**config.mk**
```make
export PLATFORM = sky130hd
export DESIGN_NAME = ppc_scale
export DESIGN_NICKNAME = d
export VERILOG_FILES = /design/src/design/ppc_pkg.sv /design/src/design/ppc_scale.sv
export SDC_FILE = /design/constraint.sdc
export NUM_CORES = 1
export LEC_CHECK = 0
export ABC_AREA = 1
export BUFFER_PORTS_ARGS = -buffer_cell sky130_fd_sc_hd__buf_2
export CORE_AREA = 2 2 148 150
export DETAILED_ROUTE_END_ITERATION = 7
export DIE_AREA = 0 0 150 152
export PLACE_DENSITY = 0.58
export SKIP_LAST_GASP = 1
export SLEW_MARGIN = 20
export SYNTH_ARGS = -nofsm -noshare
export SYNTH_HDL_FRONTEND = slang
export SYNTH_SLANG_ARGS = --single-unit
```
**constraint.sdc**
```tcl
create_clock -name vclk -period 14.94
set_input_delay 1.494 -clock vclk [all_inputs]
set_output_delay 1.494 -clock vclk [all_outputs]
set_load 0.01 [all_outputs]
```
**src/design/ppc_pkg.sv**
```systemverilog
`timescale 1ns / 1ps
`default_nettype none

package ppc_pkg;

    localparam int ADC_BITS  = 12;
    localparam int GAIN_BITS = 16;
    localparam int PCT_BITS  = 7;
    localparam int POS_BITS  = 8;
    localparam int TIME_BITS = 32;
    localparam int LIM_BITS  = 7;

    localparam logic [PCT_BITS-1:0] PCT_MAX = 7'd100;

    // register index, paddr[4:2]
    localparam logic [2:0] REG_PEDAL_A_MIN      = 3'd0;
    localparam logic [2:0] REG_PEDAL_A_GAIN     = 3'd1;
    localparam logic [2:0] REG_PEDAL_B_MIN      = 3'd2;
    localparam logic [2:0] REG_PEDAL_B_GAIN     = 3'd3;
    localparam logic [2:0] REG_SPREAD_LIMIT     = 3'd4;
    localparam logic [2:0] REG_CONFIRM_TIME_US  = 3'd5;
    localparam logic [2:0] REG_BRAKE_LOW_CODE   = 3'd6;
    localparam logic [2:0] REG_BRAKE_PRESS_CODE = 3'd7;

    // output codes
    localparam logic [1:0] PHASE_WAIT_BRAKE  = 2'd0;
    localparam logic [1:0] PHASE_BUZZING     = 2'd1;
    localparam logic [1:0] PHASE_WAIT_SWITCH = 2'd2;
    localparam logic [1:0] PHASE_RUNNING     = 2'd3;
    localparam logic [1:0] STATUS_GOOD       = 2'd0;
    localparam logic [1:0] STATUS_PENDING    = 2'd1;
    localparam logic [1:0] STATUS_CONFIRMED  = 2'd2;

    typedef enum logic [3:0] {
        PH_WAIT_BRAKE  = 4'b0001,
        PH_BUZZING     = 4'b0010,
        PH_WAIT_SWITCH = 4'b0100,
        PH_RUNNING     = 4'b1000
    } t_phase;

    typedef enum logic [2:0] {
        FL_GOOD      = 3'b001,
        FL_PENDING   = 3'b010,
        FL_CONFIRMED = 3'b100
    } t_fault;

    typedef struct packed {
        logic [ADC_BITS-1:0]  pedal_a_code;
        logic [ADC_BITS-1:0]  pedal_b_code;
        logic [ADC_BITS-1:0]  brake_code;
        logic                 switch_on;
        logic [TIME_BITS-1:0] now_us;
    } t_in_item;

    typedef struct packed {
        logic [1:0]          phase;
        logic                buzzer_on;
        logic [1:0]          pedal_status;
        logic [1:0]          brake_status;
        logic                position_valid;
        logic [POS_BITS-1:0] position_x2;
    } t_out_item;

    typedef struct packed {
        logic [ADC_BITS-1:0]  pedal_a_min;
        logic [GAIN_BITS-1:0] pedal_a_gain;
        logic [ADC_BITS-1:0]  pedal_b_min;
        logic [GAIN_BITS-1:0] pedal_b_gain;
        logic [LIM_BITS-1:0]  spread_limit;
        logic [TIME_BITS-1:0] confirm_time_us;
        logic [ADC_BITS-1:0]  brake_low_code;
        logic [ADC_BITS-1:0]  brake_press_code;
    } t_cfg;

    function automatic logic [1:0] phase_code(t_phase ph);
        logic [1:0] code;
        unique case (ph)
            PH_WAIT_BRAKE:  code = PHASE_WAIT_BRAKE;
            PH_BUZZING:     code = PHASE_BUZZING;
            PH_WAIT_SWITCH: code = PHASE_WAIT_SWITCH;
            PH_RUNNING:     code = PHASE_RUNNING;
            default:        code = PHASE_WAIT_BRAKE;
        endcase
        return code;
    endfunction

    function automatic logic [1:0] fault_code(t_fault fl);
        logic [1:0] code;
        unique case (fl)
            FL_GOOD:      code = STATUS_GOOD;
            FL_PENDING:   code = STATUS_PENDING;
            FL_CONFIRMED: code = STATUS_CONFIRMED;
            default:      code = STATUS_GOOD;
        endcase
        return code;
    endfunction

endpackage

`default_nettype wire

```
**src/design/ppc_scale.sv**
```systemverilog
`timescale 1ns / 1ps
`default_nettype none

// code -> whole percent: round((code - min) * gain / 2^16), clamped to 0..100
module ppc_scale (
    input  wire logic [ppc_pkg::ADC_BITS-1:0]  i_code,
    input  wire logic [ppc_pkg::ADC_BITS-1:0]  i_min,
    input  wire logic [ppc_pkg::GAIN_BITS-1:0] i_gain,
    output logic      [ppc_pkg::PCT_BITS-1:0]  o_pct
);
    localparam int PROD_BITS = ppc_pkg::ADC_BITS + ppc_pkg::GAIN_BITS;
    localparam int Q_BITS    = PROD_BITS + 1 - ppc_pkg::GAIN_BITS;

    logic [ppc_pkg::ADC_BITS-1:0] diff;
    logic [PROD_BITS-1:0]         prod;
    logic [PROD_BITS:0]           rounded;
    logic [Q_BITS-1:0]            quot;

    assign diff    = i_code - i_min;
    assign prod    = PROD_BITS'(diff) * PROD_BITS'(i_gain);
    assign rounded = {1'b0, prod} + (PROD_BITS + 1)'(1 << (ppc_pkg::GAIN_BITS - 1));
    assign quot    = rounded[PROD_BITS:ppc_pkg::GAIN_BITS];

    always_comb begin
        if (i_code <= i_min) begin
            o_pct = '0;
        end else if (quot > Q_BITS'(ppc_pkg::PCT_MAX)) begin
            o_pct = ppc_pkg::PCT_MAX;
        end else begin
            o_pct = quot[ppc_pkg::PCT_BITS-1:0];
        end
    end
endmodule

`default_nettype wire

```
# Word level (Yosys, flattened, before mapping)

Cells that the tools add are included.

Bits in registers: 0
Output and inout bits: 7
Word-level logic and storage cells: 7

Add/sub/neg operators: 2
$mul: 1
Order comparisons: 2
Mux-type cells: 2

Operators with widths:

| kind                                                | count |
|---|---|
| adder 28 x 16 -> 29 bit, second input constant      | 1 |
| multiplier 12 x 16 -> 28 bit                        | 1 |
| two-way mux 7 bit                                   | 2 |
| > comparator 13 x 7 -> 1 bit, second input constant | 1 |
| <= comparator 12 bit                                | 1 |
| subtractor 12 bit                                   | 1 |

# Depth between registers and ports, before layout

Gate-level depths: netlist (run 1).

Depth in word-level cells: 6
Depth in mapped cells: 42
Depth with buffers taken out: 41

# Least setup slack after synthesis (run 1)

Ideal clock, no wire load.

Path kind: input to output
Start: input i_code[0] (netlist bit)
End: output o_pct[0] (netlist bit)
Data arrival time: 7.222 ns
Required time: 13.446 ns
Setup slack: 6.224 ns
Cell stages on the path: 36
Buffers on the path: 0
Cell sequence: inv_1 ha_1 inv_1 fa_1 nand3_1 nand2_1 nand3_1 nand2_1 or2_2 nand2_1 clkinv_1 nand2_1 fa_1 fa_1 inv_1 fa_1 fa_1 inv_1 fa_1 inv_1 ha_1 nand2_1 inv_1 nand2_1 nand2_1 nand2_1 nand2_1 a21oi_1 nand2_1 nand2_1 nand2_1 nor2_1 nand2_1 nor2_4 nand3_2 nor2_1

Longest elaborated chain between the ends: 6
Elaborated cells on any way between the ends: 7
Classes of those cells: add/sub: 2; mul: 1; order compare: 2; mux: 2

Ends and longest elaborated chain:

| what                         | line            | RTL |
|---|---|---|
| from (decl)                  | ppc_scale.sv:6  | `input wire logic [ppc_pkg::ADC_BITS-1:0] i_code,` |
| subtractor 12 bit            | ppc_scale.sv:19 | `assign diff = i_code - i_min;` |
| multiplier 12 x 16 -> 28 bit | ppc_scale.sv:20 | `assign prod = PROD_BITS'(diff) * PROD_BITS'(i_gain);` |
| adder 28 x 16 -> 29 bit      | ppc_scale.sv:21 | `assign rounded = {1'b0, prod} + (PROD_BITS + 1)'(1 << (ppc_pkg::GAIN_BITS - 1));` |
| > comparator 13 x 7 -> 1 bit | ppc_scale.sv:27 | `end else if (quot > Q_BITS'(ppc_pkg::PCT_MAX)) begin` |
| two-way mux 7 bit            | ppc_scale.sv:27 |  |
| two-way mux 7 bit *          | ppc_scale.sv:25 | `if (i_code <= i_min) begin` |
| to (decl)                    | ppc_scale.sv:9  | `output logic [ppc_pkg::PCT_BITS-1:0] o_pct` |

Every way passes the cells marked *; elsewhere a longest branch is shown, timed or not.

# Worst setup path after layout (run 1)

Same ends and word-level chain as after synthesis.

==> results of run 1 <==
[kinds of logic after synthesis]
group | after synthesis | synth area share
xor gates and xnor gates | 4 | 0.00580
buffers and inverters | 322 | 0.166
adders and majority gates | 232 | 0.540
AOI/OAI and AO/OA | 38 | 0.0281
and+or+nand+nor | 462 | 0.260
[synth_stat cells]
cell type and instances:
nand2_1 296, inv_1 294, fa_1 141, ha_1 91, nor2_1 86, nand3_1 31, a21oi_1 29, or2_2 17
clkbuf_1 10, buf_1 7, nand2_2 6, nand4_1 6, nor3_1 6, inv_2 5, buf_2 3, nor2_2 3
nor4_1 3, xor2_1 3, a31oi_1 2, clkinv_1 2, nand3b_1 2, nor2_4 2, o21bai_1 2, a21o_1 1
and2_1 1, buf_4 1, nand3_2 1, nor3_2 1, o2111ai_1 1, o21ai_0 1, o21ai_1 1, o31ai_1 1
or2_1 1, xor2_2 1
[routing by layer]
metal,GRT usage,up-vias
met3,0.00601,10
met4,0.0144,0
li1,-,3110
met5,0,-
met1,0.241,3094
met2,0.305,110
[cell usage in the layout, fill, tap and decap left out, drive strengths merged, types with 3 or more instances in the layout]
cell type  Yosys  final
nand2        302    302
inv          299    299
fa           141    141
ha            91     91
nor2          91     91
buf           11     50
nand3         32     32
a21oi         29     29
or2           18     18
nor3           7      7
nand4          6      6
xor2           4      4
nor4           3      3
[worst min-delay path by stage]
| stage | start | to | slack, ns | cells after the start |
|---|---|---|---|---|
| after floorplan | i_code[11] | o_pct[2] | 3.50 | 7 |
| after detailed placement | i_code[11] | o_pct[5] | 3.78 | 7 |
| after global placement | i_code[11] | o_pct[5] | 3.76 | 7 |
| final | i_code[11] | o_pct[6] | 3.79 | 7 |
| after CTS | i_code[11] | o_pct[5] | 3.78 | 7 |
| after global routing | i_code[11] | o_pct[6] | 3.89 | 7 |
[layout make-up]
cell class | instances | area, um2
Fill cell | 2377 | 13500
Multi-Input combinational cell | 736 | 6120
Tap cell | 280 | 350
Timing Repair Buffer | 50 | 258
Inverter | 301 | 1130
[metrics by stage]
stage	setup slack, ns	instance area (um2)	hold slack (ns)
after floorplan	6.22	7330	3.50
after global placement	5.07	7860	3.76
after detailed placement	5.09	7860	3.78
after CTS	5.07	7860	3.78
after global routing	4.54	7860	3.89
final	5.07	7860	3.79
==> impl_metrics.csv, run 1 <==
group,metric,value,unit
floorplanning,core_area,21400,um2
floorplanning,start_util,0.344,
route,drc,0,
sta,rsz0062_at_grt,"false",
cells_and_area,insertedDiodeCount,0,
synthesis,ys_seq_area_frac,0,
route,via_per_inst,4.63,
sta,slew_violations,0,
synthesis,ys.warnings.count,0,
floorplanning,rows,54,
cells_and_area,final_nets,1361,
cells_and_area,regArea,0,um2
route,met2WireLength,9660,um
route,drt-met1-wl,8690,um
worst_setup_path,critPathKind,"input pin to primary output",
route,vias,6324,
place,io_buffers,47,
worst_setup_path,slowest_delay,0.53,ns
clock_tree,postCtsSetupBuffers,0,
worst_setup_path,cp_data_required_time,13.45,ns
floorplanning,ioPinCount,47,
synthesis,syn_area,7330,um2
global_routing,antenna_found_initial,0,
synthesis,synth_cell_types,34,
status,outcome,"finished, final reports clean",
global_routing,grt_pass1_wl,31700,um
global_routing,grt_use_total,0.171,
clock_tree,hold_buffers,0,
synthesis,syn_nets,1330,
cells_and_area,design.seq.count,0,
place,dpl.hpwl,16600,um
synthesis,synth_area_leaders,"fa_1 38%, ha_1 16%, nand2_1 15%, inv_1 15%, nor2_1 4.4%",
sta,worst_slew_pin_slew,0.788,ns
floorplanning,die_w,150,um
sta,hold_violations,0,
worst_setup_path,critPathCapture,"o_pct[0]",
worst_setup_path,crit_slowest_cell,"fa_1",
global_routing,grt_max_degree,17,
cells_and_area,nClkBuffers,0,
sta,tns,0,ns
worst_hold_path,hold_path_class,"input pin to primary output",
synthesis,yosys.area.top_type,"fa_1",
synthesis,syn_avg_cell_area,6.93,um2
route,highest_layer,"met4",
route,ant_nets,0,
worst_setup_path,worstPathMaxFanout,10,
global_routing,grt_pass1_vias,6402,
job,maxCapViolCount,0,
cells_and_area,post-route-util,0.368,
floorplanning,die_h,152,um
sta,fin_crit,9.87,ns
synthesis,synth_top_area_frac,0.385,
cells_and_area,syn_to_final_growth,7.11,%
worst_setup_path,cp-startpoint,"i_code[0]",
clock_tree,cts_resized,0,
cells_and_area,layout-drive-gt1-share,0.0791,
worst_setup_path,end_kind,"primary output",
sta,slew_headroom,0.474,
floorplanning,dieArea,22800,um2
route,dr.pass1.iters,5,
sta,period_share,0.661,
sta,finalSetupViolCount,0,
cells_and_area,post_layout_nonfiller_instances,1367,
global_routing,overflow,0,
worst_setup_path,path_delay_family,"adder cells",
worst_setup_path,path_common_cell,"nand2_1",
worst_setup_path,crit_cells,36,
worst_setup_path,worstPathArrival,8.38,ns
route,finalWirelength,19200,um
place,gp_congestion,0.913,
worst_setup_path,cp-start-kind,"input pin",
worst_setup_path,crit_buf_inv,9,
route,met3RoutedLength,686,um
place,placed_cells,1367,
synthesis,synthCells,1058,
sta,max_freq,101,MHz
route,wl_per_cell,14.0,um
route,drtIter0Drc,247,
Power of run 1 is left out: the tool's default activity adds up to more than one toggle a clock period on the data nets, which glitch-free logic cannot reach.
==> inputs of run 2 (changes only) <==
--- a/config.mk
+++ b/config.mk
@@ -10,7 +10,7 @@
 export CORE_AREA = 2 2 148 150
 export DETAILED_ROUTE_END_ITERATION = 7
 export DIE_AREA = 0 0 150 152
-export PLACE_DENSITY = 0.58
+export PLACE_DENSITY = 0.6
 export SKIP_LAST_GASP = 1
 export SLEW_MARGIN = 20
 export SYNTH_ARGS = -nofsm -noshare
==> constraint.sdc (replaced) <==
create_clock -name vclk -period 7.96
set_input_delay 0.796 -clock vclk [all_inputs]
set_output_delay 0.796 -clock vclk [all_outputs]
set_load 0.01 [all_outputs]
==> impl_metrics.csv, run 2 (synthesis results as in run 1) <==
group,metric,value,unit
floorplanning,core_area,21400,um2
cells_and_area,design.seq.count,0,
worst_setup_path,cp-start-kind,"input pin",
status,outcome,"finished, final reports clean",
cells_and_area,insertedDiodeCount,0,
worst_setup_path,crit_slowest_cell,"fa_1",
floorplanning,start_util,0.344,
route,vias,6470,
route,drc,0,
place,gp_congestion,0.938,
cells_and_area,final_nets,1399,
job,maxCapViolCount,0,
global_routing,antenna_found_initial,0,
cells_and_area,n_fill_cell,2312,
worst_setup_path,slowest_delay,0.52,ns
worst_setup_path,cp_data_required_time,7.16,ns
place,io_buffers,47,
sta,finalSetupViolCount,0,
floorplanning,ioPinCount,47,
worst_hold_path,min_path_cells,7,
floorplanning,die_h,152,um
route,ant_nets,0,
worst_hold_path,hold_path_class,"input pin to primary output",
floorplanning,die_w,150,um
global_routing,grt_use_total,0.172,
route,via_per_inst,4.60,
cells_and_area,post-route-util,0.408,
cells_and_area,regArea,0,um2
worst_hold_path,min_from,"i_code[11]",
worst_setup_path,worstPathArrival,6.84,ns
place,dpl.hpwl,16900,um
cells_and_area,nClkBuffers,0,
sta,fin_crit,7.63,ns
route,finalWirelength,19600,um
place,placed_cells,1392,
sta,worst_slew_pin_slew,0.392,ns
route,dr.pass1.iters,4,
route,wl_per_cell,13.9,um
sta,period_share,0.959,
cells_and_area,syn_to_final_growth,18.8,%
sta,fin_ws,0.325,ns
place,post-place-ws,0.0215,ns
sta,rsz0062_at_grt,"true",
sta,max_freq,131,MHz
floorplanning,rows,54,
cells_and_area,layout-drive-gt1-share,0.181,
clock_tree,hold_buffers,0,
global_routing,overflow,0,
cells_and_area,post_layout_nonfiller_instances,1405,
worst_setup_path,critPathKind,"input pin to primary output",
route,drtIter0Drc,312,
global_routing,grt_pass1_wl,31900,um
sta,slew_headroom,0.739,
cells_and_area,final_common_cell,"inv_1",
worst_setup_path,cp-startpoint,"i_code[0]",
floorplanning,dieArea,22800,um2
sta,slew_violations,0,
sta,hold_violations,0,
global_routing,grt_max_degree,17,
global_routing,grt_pass1_vias,6472,
cells_and_area,layout_common_cells,"289 x inv_1, 272 x nand2_1, 137 x fa_1, 74 x nor2_1, 73 x ha_1",
worst_setup_path,end_kind,"primary output",
worst_setup_path,worstPathMaxFanout,14,
-- run 2: cell count changes in the layout (fill, tap and decap cells not counted), sizes merged --
cell	previous run	this run
buf	50	88
clkinvlp	0	1
inv	299	298
-- run 2: final timing paths --
kind | to | slack [ns]
worst max-delay path | o_pct[3] | 0.33
worst min-delay path | o_pct[5] | 2.33
-- run 2: per-layer routing --
layer	track usage	up-vias	wire, um	part of all wire
met1	0.242	3193	8970	0.46
met2	0.307	76	9970	0.51
met5	0	-	0	0
met4	0.0153	0	150	0.0077
met3	0.00210	10	468	0.024
li1	-	3191	-	-
-- run 2: area by class of cell --
cell class / instances / area, um2 / share of cell area
repair buffers: 88 / 624 / 0.0716
well taps: 280 / 350 / 0.0402
multi-input cells: 736 / 6590 / 0.756
inverters: 301 / 1150 / 0.132
-- run 2: critical path: cells and delay by family --
| family | cells | cell delay, ns |
|---|---|---|
| buffers and inverters | 11 | 1.01 |
| adder cells (fa/ha/maj) | 8 | 3.22 |
| AND/OR/NAND/NOR | 17 | 1.81 |
-- run 2: stage by stage --
step           instance area (um2)  hold slack [ns]  TNS, ns
3_5_place_dp                  8080             2.34        0
5_1_grt                       8720             2.39  -0.0847
4_1_cts                       8080             2.34        0
2_1_floorplan                 7330             2.11        0
3_3_place_gp                  8080             2.34        0
6_report                      8720             2.33        0
-- run 2: repair_timing --
item,CTS,global route
endpoints found under the setup margin,2,7
pin swaps,0,39
gates resized for setup,1,121
buffers inserted,0,13
Power of run 2 is left out for the same reason.
